[config.mk]
export PLATFORM = sky130hd
export DESIGN_NAME = integer_to_digit_string_unit
export DESIGN_NICKNAME = d
export VERILOG_FILES = /design/src/rtl/itds_pkg.sv /design/src/rtl/itds_ram.sv /design/src/rtl/itds_div.sv /design/src/rtl/integer_to_digit_string_unit.sv
export SDC_FILE = /design/constraint.sdc
export NUM_CORES = 1
export LEC_CHECK = 0
export ABC_AREA = 0
export BUFFER_PORTS_ARGS = -buffer_cell sky130_fd_sc_hd__buf_2
export CAP_MARGIN = 25
export CORE_UTILIZATION = 45
export DETAILED_ROUTE_END_ITERATION = 8
export GPL_TIMING_DRIVEN = 0
export SKIP_LAST_GASP = 1
export SLEW_MARGIN = 10
export SYNTH_ARGS = -nofsm -noshare
export SYNTH_HDL_FRONTEND = slang
export SYNTH_SLANG_ARGS = --single-unit
[constraint.sdc]
create_clock -name clk_i -period 22.5 [get_ports clk_i]
set_input_delay 1.125 -clock clk_i [delete_from_list [all_inputs] [get_ports clk_i]]
set_output_delay 1.125 -clock clk_i [all_outputs]
set_load 0.02 [all_outputs]
[src/rtl/itds_pkg.sv]
`timescale 1ns / 1ps

package itds_pkg;

  localparam int unsigned MAX_DIGITS = 64;
  localparam int unsigned MAX_RADIX  = 16;
  localparam int unsigned VALUE_W    = 64;
  localparam int unsigned RADIX_W    = 5;
  localparam int unsigned DIGIT_W    = 4;
  localparam int unsigned CHAR_W     = 8;
  localparam int unsigned CFG_IDX_W  = 3;
  localparam int unsigned DIG_AW     = $clog2(MAX_DIGITS);
  localparam int unsigned CNT_W      = $clog2(MAX_DIGITS + 1);

  // The divider retires DIV_BITS dividend bits per cycle.
  localparam int unsigned DIV_BITS   = 8;
  localparam int unsigned DIV_STEPS  = VALUE_W / DIV_BITS;
  localparam int unsigned DIV_CNT_W  = $clog2(DIV_STEPS);

  localparam logic [CHAR_W-1:0]  CHAR_MINUS = 8'h2D;
  localparam logic [CHAR_W-1:0]  CHAR_ZERO  = 8'h30;
  localparam logic [RADIX_W-1:0] RADIX_DEC  = 5'd10;
  localparam logic [RADIX_W-1:0] RADIX_MIN  = 5'd2;
  localparam logic [RADIX_W-1:0] RADIX_MAX  = RADIX_W'(MAX_RADIX);

  typedef enum logic {
    OP_DEC   = 1'b0,
    OP_RADIX = 1'b1
  } opcode_e;

  typedef enum logic [CFG_IDX_W-1:0] {
    CFG_A_LOW  = 3'd0,
    CFG_A_HIGH = 3'd1,
    CFG_B_LOW  = 3'd2,
    CFG_B_HIGH = 3'd3
  } cfg_idx_e;

  typedef enum logic [2:0] {
    ST_IDLE,
    ST_DIV_START,
    ST_DIV_WAIT,
    ST_SIGN,
    ST_READ,
    ST_SHOW
  } state_e;

  typedef struct packed {
    logic               start;
    logic [VALUE_W-1:0] dividend;
    logic [RADIX_W-1:0] radix;
  } div_req_t;

  typedef struct packed {
    logic               done;
    logic [VALUE_W-1:0] quotient;
    logic [DIGIT_W-1:0] remainder;
  } div_rsp_t;

  function automatic logic [CHAR_W-1:0] tab_char(input logic [63:0] lo,
                                                  input logic [63:0] hi,
                                                  input logic [DIGIT_W-1:0] d);
    logic [63:0] w;
    w = d[3] ? hi : lo;
    return w[d[2:0]*CHAR_W +: CHAR_W];
  endfunction

endpackage

[src/rtl/itds_ram.sv]
`timescale 1ns / 1ps

module itds_ram #(
  parameter int unsigned WIDTH = 4,
  parameter int unsigned DEPTH = 64
) (
  input  logic                     clk_i,
  input  logic                     we_i,
  input  logic [$clog2(DEPTH)-1:0] waddr_i,
  input  logic [WIDTH-1:0]         wdata_i,
  input  logic                     re_i,
  input  logic [$clog2(DEPTH)-1:0] raddr_i,
  output logic [WIDTH-1:0]         rdata_o
);

  logic [WIDTH-1:0] mem_q [DEPTH];
  logic [WIDTH-1:0] rdata_q;

  always_ff @(posedge clk_i) begin
    if (we_i) begin
      mem_q[waddr_i] <= wdata_i;
    end
    if (re_i) begin
      rdata_q <= mem_q[raddr_i];
    end
  end

  assign rdata_o = rdata_q;

endmodule

[src/rtl/itds_div.sv]
`timescale 1ns / 1ps

module itds_div
  import itds_pkg::*;
(
  input  logic                clk_i,
  input  logic                rst_ni,
  input  itds_pkg::div_req_t  req_i,
  output itds_pkg::div_rsp_t  rsp_o
);

  logic                 busy_q, busy_d;
  logic                 done_q, done_d;
  logic [DIV_CNT_W-1:0] cnt_q, cnt_d;
  logic [VALUE_W-1:0]   shift_q, shift_d;
  logic [DIGIT_W-1:0]   rem_q, rem_d;
  logic [DIGIT_W-1:0]   rem_step;
  logic [DIV_BITS-1:0]  qbits;
  logic [DIV_BITS-1:0]  top_bits;
  logic [RADIX_W-1:0]   trial;

  // Long division by a radix of at most 16: the partial remainder stays
  // below the radix, so each bit is a 5-bit compare and subtract.
  always_comb begin
    top_bits = shift_q[VALUE_W-1 -: DIV_BITS];
    rem_step = rem_q;
    qbits    = '0;
    trial    = '0;
    for (int i = DIV_BITS - 1; i >= 0; i--) begin
      trial = {rem_step, top_bits[i]};
      if (trial >= req_i.radix) begin
        trial    = trial - req_i.radix;
        qbits[i] = 1'b1;
      end
      rem_step = trial[DIGIT_W-1:0];
    end
  end

  always_comb begin
    busy_d  = busy_q;
    done_d  = 1'b0;
    cnt_d   = cnt_q;
    shift_d = shift_q;
    rem_d   = rem_q;
    if (busy_q) begin
      shift_d = {shift_q[VALUE_W-DIV_BITS-1:0], qbits};
      rem_d   = rem_step;
      cnt_d   = cnt_q + 1'b1;
      if (cnt_q == DIV_CNT_W'(DIV_STEPS - 1)) begin
        busy_d = 1'b0;
        done_d = 1'b1;
      end
    end else if (req_i.start) begin
      busy_d  = 1'b1;
      cnt_d   = '0;
      shift_d = req_i.dividend;
      rem_d   = '0;
    end
  end

  always_ff @(posedge clk_i or negedge rst_ni) begin
    if (!rst_ni) begin
      busy_q <= 1'b0;
      done_q <= 1'b0;
      cnt_q  <= '0;
    end else begin
      busy_q <= busy_d;
      done_q <= done_d;
      cnt_q  <= cnt_d;
    end
  end

  always_ff @(posedge clk_i) begin
    shift_q <= shift_d;
    rem_q   <= rem_d;
  end

  assign rsp_o.done      = done_q;
  assign rsp_o.quotient  = shift_q;
  assign rsp_o.remainder = rem_q;

endmodule

[src/rtl/integer_to_digit_string_unit.sv]
`timescale 1ns / 1ps

// Integer to text converter. One request on the input channel (opcode, value,
// radix, table_select) yields a run of characters on the output channel, most
// significant digit first, with last_o high on the final one. Opcode 0 prints
// the low 32 bits as signed decimal with a leading minus for negatives;
// opcode 1 prints all 64 bits unsigned in radix 2..16 (clamped) using digit
// table A or B from the configuration registers.
// Digits are produced by one shared divider that retires 8 dividend bits per
// cycle; each digit passes through a start state, the divider steps and a
// store of the digit, and the digits are kept in a small RAM. Each character
// then passes through a RAM read and a show state. An item holds at most 64
// digits, plus a minus sign for a negative decimal. Input ready is high
// only while the block is idle. A stalled receiver simply holds the current
// character on the output until it is taken. Reset returns the block to idle
// and clears the digit tables to zero. Configuration must be written by the
// user only while the block is idle; the block itself does not enforce this.
module integer_to_digit_string_unit
  import itds_pkg::*;
(
  input  logic                           clk_i,
  input  logic                           rst_ni,
  input  logic                           in_valid_i,
  output logic                           in_ready_o,
  input  logic                           opcode_i,
  input  logic [itds_pkg::VALUE_W-1:0]   value_i,
  input  logic [itds_pkg::RADIX_W-1:0]   radix_i,
  input  logic                           table_select_i,
  output logic                           out_valid_o,
  input  logic                           out_ready_i,
  output logic [itds_pkg::CHAR_W-1:0]    character_o,
  output logic                           last_o,
  input  logic                           cfg_we_i,
  input  logic [itds_pkg::CFG_IDX_W-1:0] cfg_index_i,
  input  logic [63:0]                    cfg_data_i
);

  state_e             state_q, state_d;
  logic               op_q, op_d;
  logic               tsel_q, tsel_d;
  logic               neg_q, neg_d;
  logic [RADIX_W-1:0] radix_q, radix_d;
  logic [VALUE_W-1:0] val_q, val_d;
  logic [CNT_W-1:0]   cnt_q, cnt_d;
  logic [DIG_AW-1:0]  idx_q, idx_d;

  logic [63:0] a_lo_q, a_hi_q, b_lo_q, b_hi_q;

  logic [RADIX_W-1:0] radix_in;
  logic [31:0]        mag32;
  logic               neg_in;

  div_req_t           div_req;
  div_rsp_t           div_rsp;

  logic               ram_we;
  logic               ram_re;
  logic [DIGIT_W-1:0] ram_rdata;
  logic [CHAR_W-1:0]  digit_char;

  itds_div u_div (
    .clk_i,
    .rst_ni,
    .req_i (div_req),
    .rsp_o (div_rsp)
  );

  itds_ram #(
    .WIDTH (DIGIT_W),
    .DEPTH (MAX_DIGITS)
  ) u_digits (
    .clk_i,
    .we_i    (ram_we),
    .waddr_i (cnt_q[DIG_AW-1:0]),
    .wdata_i (div_rsp.remainder),
    .re_i    (ram_re),
    .raddr_i (idx_q),
    .rdata_o (ram_rdata)
  );

  always_ff @(posedge clk_i or negedge rst_ni) begin
    if (!rst_ni) begin
      a_lo_q <= '0;
      a_hi_q <= '0;
      b_lo_q <= '0;
      b_hi_q <= '0;
    end else if (cfg_we_i) begin
      case (cfg_index_i)
        CFG_A_LOW:  a_lo_q <= cfg_data_i;
        CFG_A_HIGH: a_hi_q <= cfg_data_i;
        CFG_B_LOW:  b_lo_q <= cfg_data_i;
        CFG_B_HIGH: b_hi_q <= cfg_data_i;
        default: ;
      endcase
    end
  end

  always_comb begin
    if (radix_i < RADIX_MIN) begin
      radix_in = RADIX_MIN;
    end else if (radix_i > RADIX_MAX) begin
      radix_in = RADIX_MAX;
    end else begin
      radix_in = radix_i;
    end
    neg_in = value_i[31];
    // The most negative value negates to itself, which reads correctly unsigned.
    mag32  = neg_in ? (~value_i[31:0] + 32'd1) : value_i[31:0];
  end

  always_comb begin
    if (op_q == OP_DEC) begin
      digit_char = CHAR_ZERO + {{(CHAR_W-DIGIT_W){1'b0}}, ram_rdata};
    end else if (tsel_q) begin
      digit_char = tab_char(b_lo_q, b_hi_q, ram_rdata);
    end else begin
      digit_char = tab_char(a_lo_q, a_hi_q, ram_rdata);
    end
  end

  always_comb begin
    state_d = state_q;
    op_d    = op_q;
    tsel_d  = tsel_q;
    neg_d   = neg_q;
    radix_d = radix_q;
    val_d   = val_q;
    cnt_d   = cnt_q;
    idx_d   = idx_q;

    in_ready_o  = 1'b0;
    out_valid_o = 1'b0;
    character_o = digit_char;
    last_o      = 1'b0;
    ram_we      = 1'b0;
    ram_re      = 1'b0;

    div_req.start    = 1'b0;
    div_req.dividend = val_q;
    div_req.radix    = radix_q;

    case (state_q)
      ST_IDLE: begin
        in_ready_o = 1'b1;
        if (in_valid_i) begin
          op_d   = opcode_i;
          tsel_d = table_select_i;
          cnt_d  = '0;
          if (opcode_i == OP_DEC) begin
            neg_d   = neg_in;
            radix_d = RADIX_DEC;
            val_d   = {32'd0, mag32};
          end else begin
            neg_d   = 1'b0;
            radix_d = radix_in;
            val_d   = value_i;
          end
          state_d = ST_DIV_START;
        end
      end
      ST_DIV_START: begin
        div_req.start = 1'b1;
        state_d       = ST_DIV_WAIT;
      end
      ST_DIV_WAIT: begin
        if (div_rsp.done) begin
          ram_we = 1'b1;
          val_d  = div_rsp.quotient;
          cnt_d  = cnt_q + 1'b1;
          if ((div_rsp.quotient == '0) || (cnt_q == CNT_W'(MAX_DIGITS - 1))) begin
            idx_d   = cnt_q[DIG_AW-1:0];
            state_d = neg_q ? ST_SIGN : ST_READ;
          end else begin
            state_d = ST_DIV_START;
          end
        end
      end
      ST_SIGN: begin
        out_valid_o = 1'b1;
        character_o = CHAR_MINUS;
        if (out_ready_i) begin
          state_d = ST_READ;
        end
      end
      ST_READ: begin
        ram_re  = 1'b1;
        state_d = ST_SHOW;
      end
      ST_SHOW: begin
        out_valid_o = 1'b1;
        last_o      = (idx_q == '0);
        if (out_ready_i) begin
          if (idx_q == '0) begin
            state_d = ST_IDLE;
          end else begin
            idx_d   = idx_q - 1'b1;
            state_d = ST_READ;
          end
        end
      end
      default: begin
        state_d = ST_IDLE;
      end
    endcase
  end

  always_ff @(posedge clk_i or negedge rst_ni) begin
    if (!rst_ni) begin
      state_q <= ST_IDLE;
      cnt_q   <= '0;
      idx_q   <= '0;
      neg_q   <= 1'b0;
      val_q   <= '0;
    end else begin
      state_q <= state_d;
      cnt_q   <= cnt_d;
      idx_q   <= idx_d;
      neg_q   <= neg_d;
      val_q   <= val_d;
    end
  end

  always_ff @(posedge clk_i) begin
    op_q    <= op_d;
    tsel_q  <= tsel_d;
    radix_q <= radix_d;
  end

endmodule

; Word level (Yosys, flattened, before mapping)
; Memories as Yosys holds them, arrays and structs flattened. A register that Yosys moved wholly into a read port is not among the register bits.
; Cells that the tools add are included.
[word_totals]
ram_bits = 256
word_cells = 147
ff_bits = 417
output_inout_bits = 11
memories = 1
inputBits = 143
[memory_table]
columns = name, words, width, read_ports, rd_ports_with_merged_regs, write_ports, line
row1 = u_digits.mem_q, 64, 4, 1, 1, 1, itds_ram.sv:16  ; logic [WIDTH-1:0] mem_q [DEPTH];
[classes]
n_bitwise = 2
eq_ne = 16
shifts = 2
n_reduce_logical = 19
mux = 65
magnitude_cmp = 10
add_sub_neg = 13
[ops]
columns = op, count
row1 = $mux W64, 7
row2 = $pmux W64 S2, 1
row3 = $shiftx A64 B7 Y8, 2
row4 = $logic_not A64 Y1, 1
row5 = $mux W4, 11
row6 = $ge A5 B5 Y1, 8
row7 = $add A32 B1 Y32 const B, 1
row8 = $mux W32, 1
row9 = $not A32 Y32, 1
row10 = $sub A4 B4 Y4, 8
row11 = $mux W3, 9
row12 = $mux W6, 4
row13 = $mux W8, 3
row14 = $mux W1, 23
row15 = $pmux W3 S6, 1
row16 = $mux W7, 2
row17 = $pmux W7 S2, 1
row18 = $eq A3 B2 Y1 const B, 4
row19 = $pmux W6 S2, 1
row20 = $ne A2 B2 Y1 const B, 5
row21 = $reduce_and A2 Y1, 5
row22 = $eq A3 B3 Y1 const B, 3
row23 = $add A6 B4 Y7 const A, 1
row24 = $add A7 B1 Y7 const B, 1
row25 = other kinds (18), 23

; Depth between registers and ports, before layout
[depth]
word_depth = 17
mapped_depth = 47
mapped_depth_nobuf = 47

; Modules after synthesis
; From an unflattened synthesis, not the netlist that was laid out.
[hier_totals]
cells_unflattened = 2205
area_unflattened_um2 = 31909.4
[modules_own_cells]
columns = mod, area_each_um2, seq_area_each_um2, cells_each, instances
row1 = integer_to_digit_string_unit, 16706.0, 8643.3, 1307, 1
row2 = itds_ram, 10447.5, 7807.5, 521, 1
row3 = itds_div, 4755.8, 2167.1, 377, 1

; Worst setup path before layout
; Ideal clock, no wire load.
[synth_timing]
path_kind = reg-to-reg
startpoint = reg u_div.rem_q[1]
endpoint = reg u_div.rem_q[1] (data pin)
stages_incl_launch_ff = 46
setup_time_ns = 0.256
synth_period_minus_slack_ns = 10.767
path_buffers = 0
required_time_ns = 22.244
path_slack_ns = 11.733
t_arrival_ns = 10.511
cell_sequence = edfxtp_1 ha_1 and2_1 a21oi_1 o21ai_0 mux2_2 ha_1 a21oi_1 o21ai_0 a31oi_1 mux2_2 inv_1 ha_1 a21o_1 a31oi_1 o21ai_1 mux2_2 inv_1 [... 10 more ...] mux2i_1 ha_1 a21o_1 a31oi_1 o21ai_0 or2_2 o221ai_1 ha_1 nand2_1 o31ai_1 mux2i_1 ha_1 nor2b_1 o21ai_0 a31oi_1 a211oi_2 mux2i_1 nor2b_1
[synth_via]
elab_chain_len = 17
elab_cells_between_ends = 25
cone_classes = 8 x add/sub / 8 x order compare / 9 x mux
[synth_rtl]
columns = element, line
row1 = "start, declared", itds_div.sv:16  ; logic [DIGIT_W-1:0] rem_q, rem_d;
row2 = "start signal, assigned", itds_div.sv:75  ; rem_q <= rem_d;
row3 = $sub A4 B4 Y4 or $ge A5 B5 Y1 (tied branches), "itds_div.sv:32, itds_div.sv:31"
row4 = $mux W4 (*), itds_div.sv:31  ; if (trial >= req_i.radix) begin
row5 = $sub A4 B4 Y4 or $ge A5 B5 Y1 (tied branches), "itds_div.sv:32, itds_div.sv:31"
row6 = $mux W4 (*), itds_div.sv:31
row7 = $ge A5 B5 Y1 or $sub A4 B4 Y4 (tied branches), "itds_div.sv:31, itds_div.sv:32"
row8 = $mux W4 (*), itds_div.sv:31
row9 = $sub A4 B4 Y4 or $ge A5 B5 Y1 (tied branches), "itds_div.sv:32, itds_div.sv:31"
row10 = $mux W4 (*), itds_div.sv:31
row11 = $sub A4 B4 Y4 or $ge A5 B5 Y1 (tied branches), "itds_div.sv:32, itds_div.sv:31"
row12 = $mux W4 (*), itds_div.sv:31
row13 = $sub A4 B4 Y4 or $ge A5 B5 Y1 (tied branches), "itds_div.sv:32, itds_div.sv:31"
row14 = $mux W4 (*), itds_div.sv:31
row15 = $ge A5 B5 Y1 or $sub A4 B4 Y4 (tied branches), "itds_div.sv:31, itds_div.sv:32"
row16 = $mux W4 (*), itds_div.sv:31
row17 = $sub A4 B4 Y4 or $ge A5 B5 Y1 (tied branches), "itds_div.sv:32, itds_div.sv:31"
row18 = $mux W4 (*), itds_div.sv:31
row19 = $mux W4 (*), itds_div.sv:45  ; if (busy_q) begin
; Mark *: on every way between the ends. The rest lies on a longest branch, timed or not.
; A chain may end at the register's enable or synchronous reset.

; Final worst setup path
[layout_timing]
startpoint = reg radix_q[1]
endpoint = reg u_div.rem_q[3] (data pin)
[layout_via]
elab_chain_len = 17
elab_cells_between_ends = 25
cone_classes = 8 x add/sub / 8 x order compare / 9 x mux
[layout_rtl]
columns = element, line
row1 = "start, declared", integer_to_digit_string_unit.sv:42  ; logic [RADIX_W-1:0] radix_q, radix_d;
row2 = "start signal, assigned", integer_to_digit_string_unit.sv:226  ; radix_q <= radix_d;
row3 = $sub A4 B4 Y4 or $ge A5 B5 Y1 (tied branches), "itds_div.sv:32, itds_div.sv:31"
row4 = $mux W4, itds_div.sv:31
row5 = $sub A4 B4 Y4 or $ge A5 B5 Y1 (tied branches), "itds_div.sv:32, itds_div.sv:31"
row6 = $mux W4, itds_div.sv:31
row7 = $sub A4 B4 Y4 or $ge A5 B5 Y1 (tied branches), "itds_div.sv:32, itds_div.sv:31"
row8 = $mux W4, itds_div.sv:31
row9 = $ge A5 B5 Y1 or $sub A4 B4 Y4 (tied branches), "itds_div.sv:31, itds_div.sv:32"
row10 = $mux W4, itds_div.sv:31
row11 = $sub A4 B4 Y4 or $ge A5 B5 Y1 (tied branches), "itds_div.sv:32, itds_div.sv:31"
row12 = $mux W4, itds_div.sv:31
row13 = $sub A4 B4 Y4 or $ge A5 B5 Y1 (tied branches), "itds_div.sv:32, itds_div.sv:31"
row14 = $mux W4, itds_div.sv:31
row15 = $ge A5 B5 Y1 or $sub A4 B4 Y4 (tied branches), "itds_div.sv:31, itds_div.sv:32"
row16 = $mux W4, itds_div.sv:31
row17 = $sub A4 B4 Y4 or $ge A5 B5 Y1 (tied branches), "itds_div.sv:32, itds_div.sv:31"
row18 = $mux W4 (*), itds_div.sv:31
row19 = $mux W4 (*), itds_div.sv:45
; Marked as above.

==> flow_metrics.py <==
metrics = {
    "yosys": {
        "synth-seq-cells": 677,
        "ys_seq_area_share_pct": 59.12,
        "synth_nets": 2366,
        "netlist_instances": 2169,
        "synth-edff-count": 335,
        "yosysUniqueCellTypes": 71,
        "yosys_warnings": 0,
        "synthSimpleGateAreaFrac_pct": 6.504,
        "muxShareOfSynthArea_pct": 23.08,
        "ys.flop_type": "dfrtp_1",
        "synth_compound_area_share_pct": 5.447,
        "synthAdderAreaFrac_pct": 2.336,
        "synth_top_family_by_area": "multiplexers",
        "ys_async_sr_fraction_pct": 50.52,
        "synth_area_um2": 31490,
        "synth_xor_area_share_pct": 1.279,
        "syn_area_per_cell_um2": 14.52,
    },
    "critical_path": {
        "reg2reg_setup_slack_ps": 8830,
        "crit_top_cell": "ha_1",
        "critPathMaxFanout": 10,
        "crit_path_end_kind": "flop",
        "cpPeakStageDelay_ps": 890,
        "rr_endpoint": "u_div.rem_q[3]",
        "critical_path_arrival_ps": 14090,
        "r2r_start": "radix_q[1]",
        "path_class": "reg -> reg",
        "start_kind": "flop",
        "reg2regPathDepth": 45,
        "slowest_stage": "o21ai_0",
        "worstPathRequired_ps": 22920,
    },
    "status": {
        "status": "completed",
    },
    "clock_tree": {
        "cts-buffers-inserted": 75,
        "htree_num_levels": 3,
        "cts-root-buf": "clkbuf_16",
        "path_clk_slew_ps": 60,
        "clk_path_buf_depth": 3,
        "cts.sinks": 677,
        "postCtsSetupRepairBufs": 0,
        "cts_tree": "yes",
        "ctsResizeCount": 0,
        "ctsHoldBuffers": 0,
        "clk_latency_ps": 620,
    },
    "grt": {
        "overflow": 0,
        "grt_busiest_layer": "met2",
        "gr-usage-met1_pct": 31.91,
        "grt_pass1_vias": 20530,
        "use_met2_pct": 39.18,
        "antenna_found_initial": 15,
        "use_met3_pct": 4.087,
        "globalRouteTotalUtil_pct": 23.66,
        "grt_max_degree": 110,
        "grt_pass1_wl_um": 126200,
    },
    "floorplanning": {
        "io_pins": 154,
        "dieArea_um2": 71050,
        "coreArea_um2": 68950,
        "floorplan.initialDensity_pct": 45.68,
        "die_h_um": 266.6,
        "die_w_um": 266.6,
        "rows": 96,
    },
    "run": {
        "drv_cap": 0,
    },
    "timing": {
        "timing.final.hold_violations": 0,
        "tightest_slew_ps": 1126,
        "fin_crit_ps": 13670,
        "rsz0062_at_grt": "no",
        "slew_headroom_pct": 24.15,
        "setup_viol": 0,
        "min_period_over_period_pct": 60.76,
        "max_freq_mhz": 73.15,
        "hold-worst-slack_ps": 438.7,
        "fin_skew_ps": 18.63,
        "maxSlewViolCount": 0,
        "setup-tns-final_ps": 0,
    },
    "route": {
        "num_vias": 19870,
        "drt-initial-drc-count": 1612,
        "drt-pass1-iter-count": 5,
        "drt-total-wl_um": 82630,
        "ant_nets": 0,
        "avgRoutedWirePerCell_um": 24.23,
        "via_per_inst": 5.828,
        "route.detailed.drc": 0,
    },
    "place": {
        "dp_hpwl_um": 57780,
        "postPlaceCellArea_um2": 33760,
        "gp_congestion": 0.8517,
        "io_buffers": 153,
    },
    "cells_and_area": {
        "layout_common_cells": "mux2_2 (342), dfrtp_1 (342), edfxtp_1 (335)",
        "area_growth_pct": 15.14,
        "drive_above_1_share_pct": 31.99,
        "finish.instance_area_um2": 36260,
        "nets": 2610,
    },
    "worst_hold_path": {
        "min_path_type": "in -> async",
    },
}
==> cell type report <==
class / count / area (um^2)
Antenna cell: 6 / 15.01
Buffer: 127 / 550.5
Clock buffer: 107 / 2191
Clock inverter: 30 / 297.8
Fill cell: 5814 / 32690
Inverter: 41 / 156.4
Multi-Input combinational cell: 1324 / 12170
Sequential cell: 677 / 18620
Tap cell: 931 / 1165
Timing Repair Buffer: 167 / 1096
==> registers in the layout, indices dropped and copies added (netlist names) <==
register and flops:
b_lo_q 64, u_div.rem_q 4, a_hi_q 64, neg_q 1
idx_q 6, radix_q 5, u_div.cnt_q 3, u_div.shift_q 64
u_digits.mem_q 256, u_div.done_q 1, u_digits.rdata_o 4, op_q 1
tsel_q 1, a_lo_q 64, cnt_q 7, u_div.busy_q 1
val_q 64, b_hi_q 64, state_q 3
==> metrics by stage <==
| stage | utilization (%) | cells | worst slack (ps) |
|---|---|---|---|
| 6_report | 52.59 | 3410 | 8830 |
| 5_1_grt | 52.58 | 3406 | 7855 |
| 4_1_cts | 52.57 | 3404 | 8928 |
| 3_5_place_dp | 48.96 | 3267 | 9007 |
| 3_3_place_gp | 48.48 | 3253 | 8625 |
| 2_1_floorplan | - | 2169 | 11730 |
==> routing by layer <==
layer  share of wire (%)  vias up
met5               0.087        -
met4                 2.7       12
met3                 5.7      152
met2                  49      590
met1                  42    10340
li1                    -     8781
==> worst max-delay path, delay by kind of cell, from the launching register on <==
family                     cells  cell delay [ps]
AOI/OAI and AO/OA             22             6290
adders and majority gates      8             2580
muxes                          5             2160
and+or+nand+nor                7             1200
DFF                            1              710
buffers and inverters          3              550
==> kinds of logic after synthesis <==
| group | count (synthesis) |
|---|---|
| fa+ha+maj | 54 |
| mux | 521 |
| compound gates | 265 |
| flops | 677 |
| simple gates | 438 |
| xor+xnor | 46 |
| buf+inv | 168 |
==> worst max-delay path by stage <==
stage               slack, ps              to            from  cells past startpoint
CTS                      8930  u_div.rem_q[3]      radix_q[1]                     45
global route             7860  u_div.rem_q[0]      radix_q[1]                     46
finish                   8830  u_div.rem_q[3]      radix_q[1]                     45
floorplan               11730  u_div.rem_q[1]  u_div.rem_q[1]                     45
detailed placement       9010  u_div.rem_q[0]      radix_q[1]                     45
global placement         8620  u_div.rem_q[0]  u_div.rem_q[0]                     44
==> synth_stat cells (all sizes together), types with 26 or more instances <==
master,count,area share [%]
a21oi,51,0.81
a31oi,45,0.89
buf,38,0.69
clkbuf,89,1.1
dfrtp,342,27
edfxtp,335,32
ha,46,1.8
inv,40,0.48
mux2,342,12
mux2i,49,1.6
mux4,130,9.3
nand2,113,1.3
nand3,61,0.97
nor2,151,1.8
o21ai,65,1.1
xnor2,26,0.72
Power is left out: the tool's default activity adds up to more than one toggle a clock period on the data nets, which glitch-free logic cannot reach.
